--- config.mk ---
export PLATFORM = sky130hd
export DESIGN_NAME = texture_name_token_classifier_flat
export DESIGN_NICKNAME = d
export VERILOG_FILES = /design/src/rtl/tntc_pkg.sv /design/src/rtl/tntc_if.sv /design/src/rtl/texture_name_token_classifier.sv /design/src/flat_wrapper.sv
export SDC_FILE = /design/constraint.sdc
export NUM_CORES = 1
export LEC_CHECK = 0
export ABC_AREA = 1
export BUFFER_PORTS_ARGS = -buffer_cell sky130_fd_sc_hd__buf_2
export CAP_MARGIN = 20
export CELL_PAD_IN_SITES_DETAIL_PLACEMENT = 1
export CELL_PAD_IN_SITES_GLOBAL_PLACEMENT = 2
export CORE_MARGIN = 10
export CORE_UTILIZATION = 36
export CTS_CLUSTER_DIAMETER = 200
export DETAILED_ROUTE_END_ITERATION = 7
export GPL_TIMING_DRIVEN = 0
export HOLD_SLACK_MARGIN = 0.15
export PLACE_DENSITY_LB_ADDON = 0.1
export SLEW_MARGIN = 10
export SYNTH_ARGS = -nofsm -noshare
export SYNTH_HDL_FRONTEND = slang
export SYNTH_SLANG_ARGS = --single-unit
--- constraint.sdc ---
create_clock -name clk -period 3 [get_ports clk]
set_clock_uncertainty 0.2 [all_clocks]
set_input_delay 0.6 -clock clk [delete_from_list [all_inputs] [get_ports clk]]
set_output_delay 0.6 -clock clk [all_outputs]
set_load 0.01 [all_outputs]
--- src/rtl/tntc_pkg.sv ---
// types and constants for the texture name token classifier
package tntc_pkg;

    localparam int unsigned NUM_PREFIX = 5;
    localparam int unsigned POS_W      = 9;
    localparam logic [POS_W-1:0] POS_MAX = '1;

    // ten character carpet prefix, written as character codes
    localparam logic [79:0] CARPET_TEXT = 80'h73686f705f6a7574616e;

    // prefixes left-justified in ten character slots
    localparam logic [79:0] PFX_TEXT [NUM_PREFIX] = '{
        {"water", 40'h0},
        {"hikari", 32'h0},
        {"kabe_", 40'h0},
        {"yuka_", 40'h0},
        CARPET_TEXT
    };
    localparam logic [3:0] PFX_LEN [NUM_PREFIX] = '{4'd5, 4'd6, 4'd5, 4'd5, 4'd10};

    localparam logic [7:0]  CH_N       = "n";
    localparam logic [7:0]  CH_W       = "w";
    localparam logic [7:0]  CH_U       = "u";
    localparam logic [7:0]  CH_V       = "v";
    localparam logic [7:0]  CH_UNDER   = "_";
    localparam logic [7:0]  CH_ZERO    = "0";
    localparam logic [7:0]  CH_THREE   = "3";
    localparam logic [31:0] TGA_TEXT   = ".tga";

    typedef struct packed {
        logic       water_prefix;
        logic       light_prefix;
        logic       wall_prefix;
        logic       floor_prefix;
        logic       carpet_prefix;
        logic       n_marker;
        logic       w_marker;
        logic [1:0] u_select;
        logic [1:0] v_select;
        logic       tga_extension;
    } flags_t;

    // character j (below 10) of prefix k
    function automatic logic [7:0] prefix_char(input int unsigned k, input logic [3:0] j);
        logic [3:0] slot;
        slot = 4'd9 - j;
        return PFX_TEXT[k][{slot, 3'b000} +: 8];
    endfunction

endpackage

--- src/rtl/tntc_if.sv ---
// stream interfaces for the character input and the flag word output
interface tntc_name_if;
    logic       valid;
    logic       ready;
    logic [7:0] char_code;
    logic       end_of_name;

    modport source (output valid, output char_code, output end_of_name, input ready);
    modport sink   (input valid, input char_code, input end_of_name, output ready);
endinterface

interface tntc_flags_if;
    logic       valid;
    logic       ready;
    logic       water_prefix;
    logic       light_prefix;
    logic       wall_prefix;
    logic       floor_prefix;
    logic       carpet_prefix;
    logic       n_marker;
    logic       w_marker;
    logic [1:0] u_select;
    logic [1:0] v_select;
    logic       tga_extension;

    modport source (output valid, output water_prefix, output light_prefix,
                    output wall_prefix, output floor_prefix, output carpet_prefix,
                    output n_marker, output w_marker, output u_select,
                    output v_select, output tga_extension, input ready);
    modport sink   (input valid, input water_prefix, input light_prefix,
                    input wall_prefix, input floor_prefix, input carpet_prefix,
                    input n_marker, input w_marker, input u_select,
                    input v_select, input tga_extension, output ready);
endinterface

--- src/rtl/texture_name_token_classifier.sv ---
// an end-of-name transfer gives its flag word through the input register, then the result
// register; throughput: one character per cycle, back to back, except while input is stalled
// the scan state is updated by one pass of logic per character behind the input register;
// only the result register can stall input, and only while an end-of-name item waits
// reset: asynchronous, active low; clears valids and returns the scan state to its
// start values (history and flags zero, all prefixes still possible)
module texture_name_token_classifier #(
    parameter int unsigned SCAN_LIMIT = 256
) (
    input  logic   clk,
    input  logic   rst_n,
    tntc_name_if.sink    name_chars,
    tntc_flags_if.source flag_words
);
    import tntc_pkg::*;

    localparam logic [10:0] LIMIT_2 = 11'(SCAN_LIMIT + 2);
    localparam logic [10:0] LIMIT_3 = 11'(SCAN_LIMIT + 3);
    localparam logic [10:0] LIMIT_4 = 11'(SCAN_LIMIT + 4);

    // input register
    logic       s1_valid_reg;
    logic [7:0] s1_char_reg;
    logic       s1_last_reg;

    // scan state
    logic [23:0]           recent_reg, recent_next;
    logic [POS_W-1:0]      pos_reg, pos_next;
    logic [NUM_PREFIX-1:0] alive_reg, alive_next;
    logic                  found_n_reg, found_n_next;
    logic                  found_w_reg, found_w_next;
    logic                  found_tga_reg, found_tga_next;
    logic [1:0]            u_choice_reg, u_choice_next;
    logic [1:0]            v_choice_reg, v_choice_next;
    logic                  stopped_reg, stopped_next;

    // result register
    logic   out_valid_reg;
    flags_t out_data_reg;
    flags_t result;

    logic out_free;
    logic s1_advance;

    assign out_free   = !out_valid_reg || flag_words.ready;
    assign s1_advance = s1_valid_reg && (!s1_last_reg || out_free);
    assign name_chars.ready = !s1_valid_reg || s1_advance;

    always_comb
    begin
        logic [31:0]           win;
        logic [10:0]           pos_inc;
        logic                  room;
        logic                  rng2, rng3, rng4;
        logic [23:0]           recent_upd;
        logic [POS_W-1:0]      pos_upd;
        logic [NUM_PREFIX-1:0] alive_upd;
        logic                  fn_upd, fw_upd, ftga_upd;
        logic [1:0]            u_upd, v_upd;
        logic                  stop_upd;

        win     = {recent_reg, s1_char_reg};
        pos_inc = {2'b00, pos_reg} + 11'd1;
        room    = (pos_reg != POS_MAX);
        rng2    = room && (pos_inc < LIMIT_2);
        rng3    = room && (pos_inc < LIMIT_3);
        rng4    = room && (pos_inc < LIMIT_4);

        recent_upd = recent_reg;
        pos_upd    = pos_reg;
        alive_upd  = alive_reg;
        fn_upd     = found_n_reg;
        fw_upd     = found_w_reg;
        ftga_upd   = found_tga_reg;
        u_upd      = u_choice_reg;
        v_upd      = v_choice_reg;
        stop_upd   = stopped_reg;

        if (!stopped_reg)
        begin
            if (s1_char_reg == 8'd0)
            begin
                stop_upd = 1'b1;
            end
            else
            begin
                for (int unsigned k = 0; k < NUM_PREFIX; k++)
                begin
                    if ((pos_reg < POS_W'(PFX_LEN[k]))
                        && (prefix_char(k, pos_reg[3:0]) != s1_char_reg))
                    begin
                        alive_upd[k] = 1'b0;
                    end
                end
                if (rng2 && win[15:0] == {CH_N, CH_UNDER})
                    fn_upd = 1'b1;
                if (rng2 && win[15:0] == {CH_W, CH_UNDER})
                    fw_upd = 1'b1;
                if (rng3 && win[7:0] == CH_UNDER && win[15:8] >= CH_ZERO
                    && win[15:8] <= CH_THREE)
                begin
                    if (win[23:16] == CH_U)
                        u_upd = win[9:8];
                    if (win[23:16] == CH_V)
                        v_upd = win[9:8];
                end
                if (rng4 && win == TGA_TEXT)
                    ftga_upd = 1'b1;
                recent_upd = win[23:0];
                if (room)
                    pos_upd = pos_reg + POS_W'(1);
            end
        end

        result.water_prefix  = alive_upd[0] && (pos_upd >= POS_W'(PFX_LEN[0]));
        result.light_prefix  = alive_upd[1] && (pos_upd >= POS_W'(PFX_LEN[1]));
        result.wall_prefix   = alive_upd[2] && (pos_upd >= POS_W'(PFX_LEN[2]));
        result.floor_prefix  = alive_upd[3] && (pos_upd >= POS_W'(PFX_LEN[3]));
        result.carpet_prefix = alive_upd[4] && (pos_upd >= POS_W'(PFX_LEN[4]));
        result.n_marker      = fn_upd;
        result.w_marker      = fw_upd;
        result.u_select      = u_upd;
        result.v_select      = v_upd;
        result.tga_extension = ftga_upd;

        recent_next    = recent_reg;
        pos_next       = pos_reg;
        alive_next     = alive_reg;
        found_n_next   = found_n_reg;
        found_w_next   = found_w_reg;
        found_tga_next = found_tga_reg;
        u_choice_next  = u_choice_reg;
        v_choice_next  = v_choice_reg;
        stopped_next   = stopped_reg;

        if (s1_advance)
        begin
            if (s1_last_reg)
            begin
                // name finished: back to start values
                recent_next    = '0;
                pos_next       = '0;
                alive_next     = '1;
                found_n_next   = 1'b0;
                found_w_next   = 1'b0;
                found_tga_next = 1'b0;
                u_choice_next  = '0;
                v_choice_next  = '0;
                stopped_next   = 1'b0;
            end
            else
            begin
                recent_next    = recent_upd;
                pos_next       = pos_upd;
                alive_next     = alive_upd;
                found_n_next   = fn_upd;
                found_w_next   = fw_upd;
                found_tga_next = ftga_upd;
                u_choice_next  = u_upd;
                v_choice_next  = v_upd;
                stopped_next   = stop_upd;
            end
        end
    end

    always_ff @(posedge clk or negedge rst_n)
    begin
        if (!rst_n)
        begin
            s1_valid_reg  <= 1'b0;
            out_valid_reg <= 1'b0;
            recent_reg    <= '0;
            pos_reg       <= '0;
            alive_reg     <= '1;
            found_n_reg   <= 1'b0;
            found_w_reg   <= 1'b0;
            found_tga_reg <= 1'b0;
            u_choice_reg  <= '0;
            v_choice_reg  <= '0;
            stopped_reg   <= 1'b0;
        end
        else
        begin
            if (name_chars.ready)
                s1_valid_reg <= name_chars.valid;
            if (s1_advance && s1_last_reg)
                out_valid_reg <= 1'b1;
            else if (flag_words.ready)
                out_valid_reg <= 1'b0;
            recent_reg    <= recent_next;
            pos_reg       <= pos_next;
            alive_reg     <= alive_next;
            found_n_reg   <= found_n_next;
            found_w_reg   <= found_w_next;
            found_tga_reg <= found_tga_next;
            u_choice_reg  <= u_choice_next;
            v_choice_reg  <= v_choice_next;
            stopped_reg   <= stopped_next;
        end
    end

    // payload registers
    always_ff @(posedge clk)
    begin
        if (name_chars.valid && name_chars.ready)
        begin
            s1_char_reg <= name_chars.char_code;
            s1_last_reg <= name_chars.end_of_name;
        end
        if (s1_advance && s1_last_reg)
            out_data_reg <= result;
    end

    assign flag_words.valid         = out_valid_reg;
    assign flag_words.water_prefix  = out_data_reg.water_prefix;
    assign flag_words.light_prefix  = out_data_reg.light_prefix;
    assign flag_words.wall_prefix   = out_data_reg.wall_prefix;
    assign flag_words.floor_prefix  = out_data_reg.floor_prefix;
    assign flag_words.carpet_prefix = out_data_reg.carpet_prefix;
    assign flag_words.n_marker      = out_data_reg.n_marker;
    assign flag_words.w_marker      = out_data_reg.w_marker;
    assign flag_words.u_select      = out_data_reg.u_select;
    assign flag_words.v_select      = out_data_reg.v_select;
    assign flag_words.tga_extension = out_data_reg.tga_extension;

    // input stalls only behind a finished name waiting on a full result register
    a_stall_cause: assert property (@(posedge clk) disable iff (!rst_n)
        !name_chars.ready |-> (s1_valid_reg && s1_last_reg && out_valid_reg && !flag_words.ready))
        else $error("input stalled without a waiting result");

    // state is back at its start values after a name completes
    a_state_cleared: assert property (@(posedge clk) disable iff (!rst_n)
        (s1_advance && s1_last_reg) |=> (pos_reg == '0 && alive_reg == '1 && !stopped_reg))
        else $error("scan state not cleared after end of name");

    // a digit select needs at least three characters of history
    a_select_history: assert property (@(posedge clk) disable iff (!rst_n)
        (u_choice_reg != '0 || v_choice_reg != '0) |-> (pos_reg >= POS_W'(3)))
        else $error("digit select set with too short a history");

    // a result is loaded only from a consumed end-of-name item
    a_result_source: assert property (@(posedge clk) disable iff (!rst_n)
        $rose(out_valid_reg) |-> $past(s1_valid_reg && s1_last_reg))
        else $error("result produced without an end-of-name item");

endmodule
--- src/flat_wrapper.sv ---
// flat-port wrapper written by rule: the top's interface ports become plain ports
module texture_name_token_classifier_flat import tntc_pkg::*;
#(
    parameter int unsigned SCAN_LIMIT = 256
)
  (clk, rst_n, name_chars_valid, name_chars_char_code, name_chars_end_of_name, name_chars_ready, flag_words_valid, flag_words_water_prefix, flag_words_light_prefix, flag_words_wall_prefix, flag_words_floor_prefix, flag_words_carpet_prefix, flag_words_n_marker, flag_words_w_marker, flag_words_u_select, flag_words_v_select, flag_words_tga_extension, flag_words_ready);
  tntc_name_if name_chars_i ();
  tntc_flags_if flag_words_i ();
  input  logic clk;
  input  logic rst_n;
  input wire logic [$bits(name_chars_i.valid)-1:0] name_chars_valid;
  input wire logic [$bits(name_chars_i.char_code)-1:0] name_chars_char_code;
  input wire logic [$bits(name_chars_i.end_of_name)-1:0] name_chars_end_of_name;
  output wire logic [$bits(name_chars_i.ready)-1:0] name_chars_ready;
  output wire logic [$bits(flag_words_i.valid)-1:0] flag_words_valid;
  output wire logic [$bits(flag_words_i.water_prefix)-1:0] flag_words_water_prefix;
  output wire logic [$bits(flag_words_i.light_prefix)-1:0] flag_words_light_prefix;
  output wire logic [$bits(flag_words_i.wall_prefix)-1:0] flag_words_wall_prefix;
  output wire logic [$bits(flag_words_i.floor_prefix)-1:0] flag_words_floor_prefix;
  output wire logic [$bits(flag_words_i.carpet_prefix)-1:0] flag_words_carpet_prefix;
  output wire logic [$bits(flag_words_i.n_marker)-1:0] flag_words_n_marker;
  output wire logic [$bits(flag_words_i.w_marker)-1:0] flag_words_w_marker;
  output wire logic [$bits(flag_words_i.u_select)-1:0] flag_words_u_select;
  output wire logic [$bits(flag_words_i.v_select)-1:0] flag_words_v_select;
  output wire logic [$bits(flag_words_i.tga_extension)-1:0] flag_words_tga_extension;
  input wire logic [$bits(flag_words_i.ready)-1:0] flag_words_ready;
  assign name_chars_i.valid = name_chars_valid;
  assign name_chars_i.char_code = name_chars_char_code;
  assign name_chars_i.end_of_name = name_chars_end_of_name;
  assign name_chars_ready = name_chars_i.ready;
  assign flag_words_valid = flag_words_i.valid;
  assign flag_words_water_prefix = flag_words_i.water_prefix;
  assign flag_words_light_prefix = flag_words_i.light_prefix;
  assign flag_words_wall_prefix = flag_words_i.wall_prefix;
  assign flag_words_floor_prefix = flag_words_i.floor_prefix;
  assign flag_words_carpet_prefix = flag_words_i.carpet_prefix;
  assign flag_words_n_marker = flag_words_i.n_marker;
  assign flag_words_w_marker = flag_words_i.w_marker;
  assign flag_words_u_select = flag_words_i.u_select;
  assign flag_words_v_select = flag_words_i.v_select;
  assign flag_words_tga_extension = flag_words_i.tga_extension;
  assign flag_words_i.ready = flag_words_ready;
  texture_name_token_classifier #(.SCAN_LIMIT(SCAN_LIMIT)) u_core (.clk(clk), .rst_n(rst_n), .name_chars(name_chars_i), .flag_words(flag_words_i));
endmodule
==> impl_results.rst <==
.. list-table::
   :header-rows: 1

   * - Metric
     - Value
   * - Total Nets Final
     - 629
   * - Startpoint-to-endpoint class of the critical path
     - reg2reg
   * - Crit share post-route
     - 93.8%
   * - Ratio of cells with drive above 1 in the final layout
     - 16.7%
   * - DRC violations left
     - 0
   * - Xor-xnor portion of the synthesized cell area
     - 1.43%
   * - Simple-gate share of the synthesized area
     - 32.2%
   * - Class of the worst hold path
     - in2reg
   * - Uppermost metal layer occupied by signal nets
     - met4
   * - Number of enable flip-flop cells after synthesis
     - 21
   * - Post-route cell area
     - 5050 um^2
   * - Leakage power total
     - 0.00233 uW
   * - TritonCTS clock tree
     - built
   * - Register area share after synthesis
     - 42.8%
   * - Total routed wire length on the met1 layer
     - 6550 um
   * - Arrival time reported for the critical path endpoint
     - 2710 ps
   * - Count of warnings emitted by yosys
     - 0
   * - Floorplan row count
     - 39
   * - Combinational family with the most area after synthesis
     - simple AND/OR/NAND/NOR gates
   * - Max capacitance violation total
     - 0
   * - Root buffer selected by CTS
     - sky130_fd_sc_hd__clkbuf_16
   * - Nature of the critical path startpoint
     - flop
   * - Die extent in x
     - 129 um
   * - Clk slew on worst S/H paths
     - 60 ps
   * - Gate count after technology mapping
     - 559
   * - Critical Path Sink Type
     - flop
   * - Router iterations before antenna repair
     - 4
   * - Setup violators final
     - 0
   * - Synth async-reset ratio
     - 69.6%
   * - Vias post-DR
     - 3883
   * - Longest individual stage delay on the worst path
     - 430 ps
   * - Max reg flops
     - 24
   * - IO Count
     - 27
   * - Crit-path slowest cell
     - sky130_fd_sc_hd__dfrtp_2
   * - Number of I/O port buffers
     - 26
   * - Estimated wirelength of the detail-placed design
     - 10000 um
   * - Unrepaired setup endpoints after global routing
     - yes
   * - Routed wire length on met2
     - 6170 um
   * - Routed WL
     - 13300 um
   * - Number of global-route vias before repair
     - 4136
   * - Most area-consuming cells after synthesis
     - sky130_fd_sc_hd__dfrtp_1 25%, sky130_fd_sc_hd__edfxtp_1 15%, sky130_fd_sc_hd__nand2_1 12%
   * - Commonest non-fill, non-tap cells in the layout
     - 138 x sky130_fd_sc_hd__nand2_1, 73 x sky130_fd_sc_hd__inv_1, 56 x sky130_fd_sc_hd__nand3_1, 46 x sky130_fd_sc_hd__nor2_1, 40 x sky130_fd_sc_hd__dfrtp_1
   * - Result of the run
     - finished clean
   * - Die area
     - 16700 um^2
   * - Clock latency on the worst-skew pair
     - 340 ps
   * - Routed vias/inst
     - 5.16
   * - Most used flip-flop cell after synthesis
     - sky130_fd_sc_hd__dfrtp_1
   * - PwrDens
     - 713 nW/um^2
   * - Number of sinks driven by the clock tree
     - 69
   * - Effective utilization at floorplan
     - 37.1%
   * - Worst VDD drop
     - 0.000408 V
   * - Total count of max-transition violations in the final report
     - 0
   * - Vertical die dimension
     - 129 um
   * - WL/cell
     - 17.7 um
   * - Number of antenna violations at the first check in global routing
     - 0
   * - Cells traversed along the worst timing path
     - ha_4 -> nand2_1 -> nor2_2 -> nand2_2 -> nor2_2 -> ha_4 -> nor2_2 -> inv_1 -> nor2_4 -> buf_2 -> nand2_1 -> o21ai_1 -> inv_1 -> nand3_1 -> nor2_1 -> nand3_1 -> nand2_1 -> inv_1
   * - Net Count, Synth
     - 584
   * - Grt total ovfl
     - 0
   * - Initial drt markers
     - 215
   * - Core footprint
     - 11600 um^2
   * - Wire length on met3
     - 398 um
   * - Largest net degree at the start of global routing
     - 35
   * - Buffer depth of the longest clock path
     - 2
   * - Number of storage elements in the synthesis netlist
     - 69
   * - Global-route wire length before repair
     - 21900 um
   * - Syn-to-layout area delta
     - 17.8%
   * - Number of distinct library cells after synthesis
     - 39
   * - Total inserted antenna cells
     - 0
   * - Global Route Usage Sum
     - 16.6%
   * - Area of the mapped netlist
     - 4290 um^2
   * - Mux cell area share after synthesis
     - 0%
   * - Fill count
     - 1421
   * - Post-synthesis cell type with the largest combined area
     - sky130_fd_sc_hd__dfrtp_1
   * - Critical Path RT
     - 2890 ps
   * - Area after DPL
     - 4620 um^2
   * - Compound-cell area share of the yosys netlist
     - 10.9%
   * - Avg Inst Size Synth
     - 7.68 um^2
   * - Antenna Violating Nets Remaining
     - 0
   * - Final-report hold violation count
     - 0
   * - Synth Area in Adders
     - 3.50%
   * - H-tree depth reported by CTS
     - 3
   * - Worst slew slack as a fraction of its limit
     - 59.0%
   * - Maximum net fanout on the critical path
     - 5
   * - Final critical-path required period
     - 2810 ps
   * - Top-area cell type share of the netlist area
     - 25.1%
   * - Maximum clock rate
     - 356 MHz
   * - Routability-driven placement congestion ratio
     - 0.855
   * - Leading cell type in the layout, fill and taps excluded
     - sky130_fd_sc_hd__nand2_1
   * - Hold Slack
     - 239 ps
   * - Number of clock buffers inserted by TritonCTS
     - 9
   * - Slew at the pin closest to its max-slew limit
     - 613 ps
[through the flow]
stage | power, uW | setup slack (ps) | setup TNS [ps] | instances | utilization [%]
6_report | 3600 | 187 | 0 | 752 | 43.7
5_1_grt | 3850 | -40.6 | -123 | 752 | 43.7
4_1_cts | 3610 | 15.7 | 0 | 748 | 43.1
3_5_place_dp | 2350 | -210 | -904 | 729 | 40.0
3_3_place_gp | 2330 | -174 | -769 | 728 | 39.8
2_1_floorplan | 2010 | 402 | 0 | 559 | -
[cell families after synthesis]
kind of cell | count (synthesis)
compound gates | 77
simple gates | 300
xor+xnor | 7
buf+inv | 94
fa+ha+maj | 12
flops | 69
[worst paths after layout]
path                                          from                              to  slack, ps  cells past startpoint
max                              u_core.pos_reg[1]  u_core.flag_words.water_prefix        190                     18
min                        name_chars_char_code[4]           u_core.s1_char_reg[4]        240                      1
max reg2reg                      u_core.pos_reg[1]  u_core.flag_words.water_prefix        190                     18
min reg2reg                 u_core.v_choice_reg[0]          u_core.v_choice_reg[0]        290                      2
max in group asynchronous                    rst_n             u_core.alive_reg[2]       1470                      3
min in group asynchronous                    rst_n               u_core.pos_reg[5]        530                      2
[synth_stat cells, types with 5 or more instances]
library cell,count
sky130_fd_sc_hd__xor2_1,7
sky130_fd_sc_hd__o22ai_1,31
sky130_fd_sc_hd__dfstp_2,5
sky130_fd_sc_hd__edfxtp_1,21
sky130_fd_sc_hd__ha_1,12
sky130_fd_sc_hd__inv_2,6
sky130_fd_sc_hd__and2_1,6
sky130_fd_sc_hd__nor3_1,7
sky130_fd_sc_hd__inv_1,73
sky130_fd_sc_hd__nand2_1,139
sky130_fd_sc_hd__nand4_1,18
sky130_fd_sc_hd__nor2_1,48
sky130_fd_sc_hd__nor2_2,5
sky130_fd_sc_hd__dfrtp_1,43
sky130_fd_sc_hd__nand3_1,56
sky130_fd_sc_hd__o21ai_0,23
sky130_fd_sc_hd__nand2_2,6
sky130_fd_sc_hd__a21oi_1,8
[cell type report]
| cell class | instances | area, um^2 | area share (%) |
|---|---|---|---|
| multi-input combinational | 396 | 2100 | 41.6 |
| sequential | 69 | 1840 | 36.4 |
| inverter | 81 | 304 | 6.02 |
| clock buffer | 11 | 233 | 4.61 |
| timing repair buffer | 34 | 203 | 4.01 |
| tap | 143 | 179 | 3.54 |
| clock inverter | 5 | 100 | 1.98 |
| buffer | 13 | 90.1 | 1.78 |
[power breakdown]
part | leakage (uW) | switching (uW) | total (uW) | internal, uW
Sequential | 0.000837 | 66.5 | 1150 | 1090
Combinational | 0.00133 | 820 | 1230 | 406
Clock | 0.000163 | 412 | 1220 | 810
Total | 0.00233 | 1300 | 3600 | 2300
[critical path: cells and delay by family, from the launching register on]
kind | cells | cell delay (ps)
AND/OR/NAND/NOR | 11 | 1110
AO/OA/AOI/OAI | 1 | 60
adder cells (fa/ha/maj) | 2 | 340
buffers and inverters | 4 | 420
flip-flops | 1 | 430
[metal layers]
metal	GRT usage, %	vias up
li1	-	1940
met1	22.1	1880
met3	3.87	14
met4	4.28	0
met2	26.5	49
met5	0	-
[what timing repair did]
item	in CTS	in global routing
gates resized for setup	5	9
hold buffers	1	0
setup buffers	1	4
cloned	1	0
endpoints found under the setup margin	7	11
endpoints found under the hold margin	14	0
pin swaps	0	6
Power figures use the tool's default switching activity.
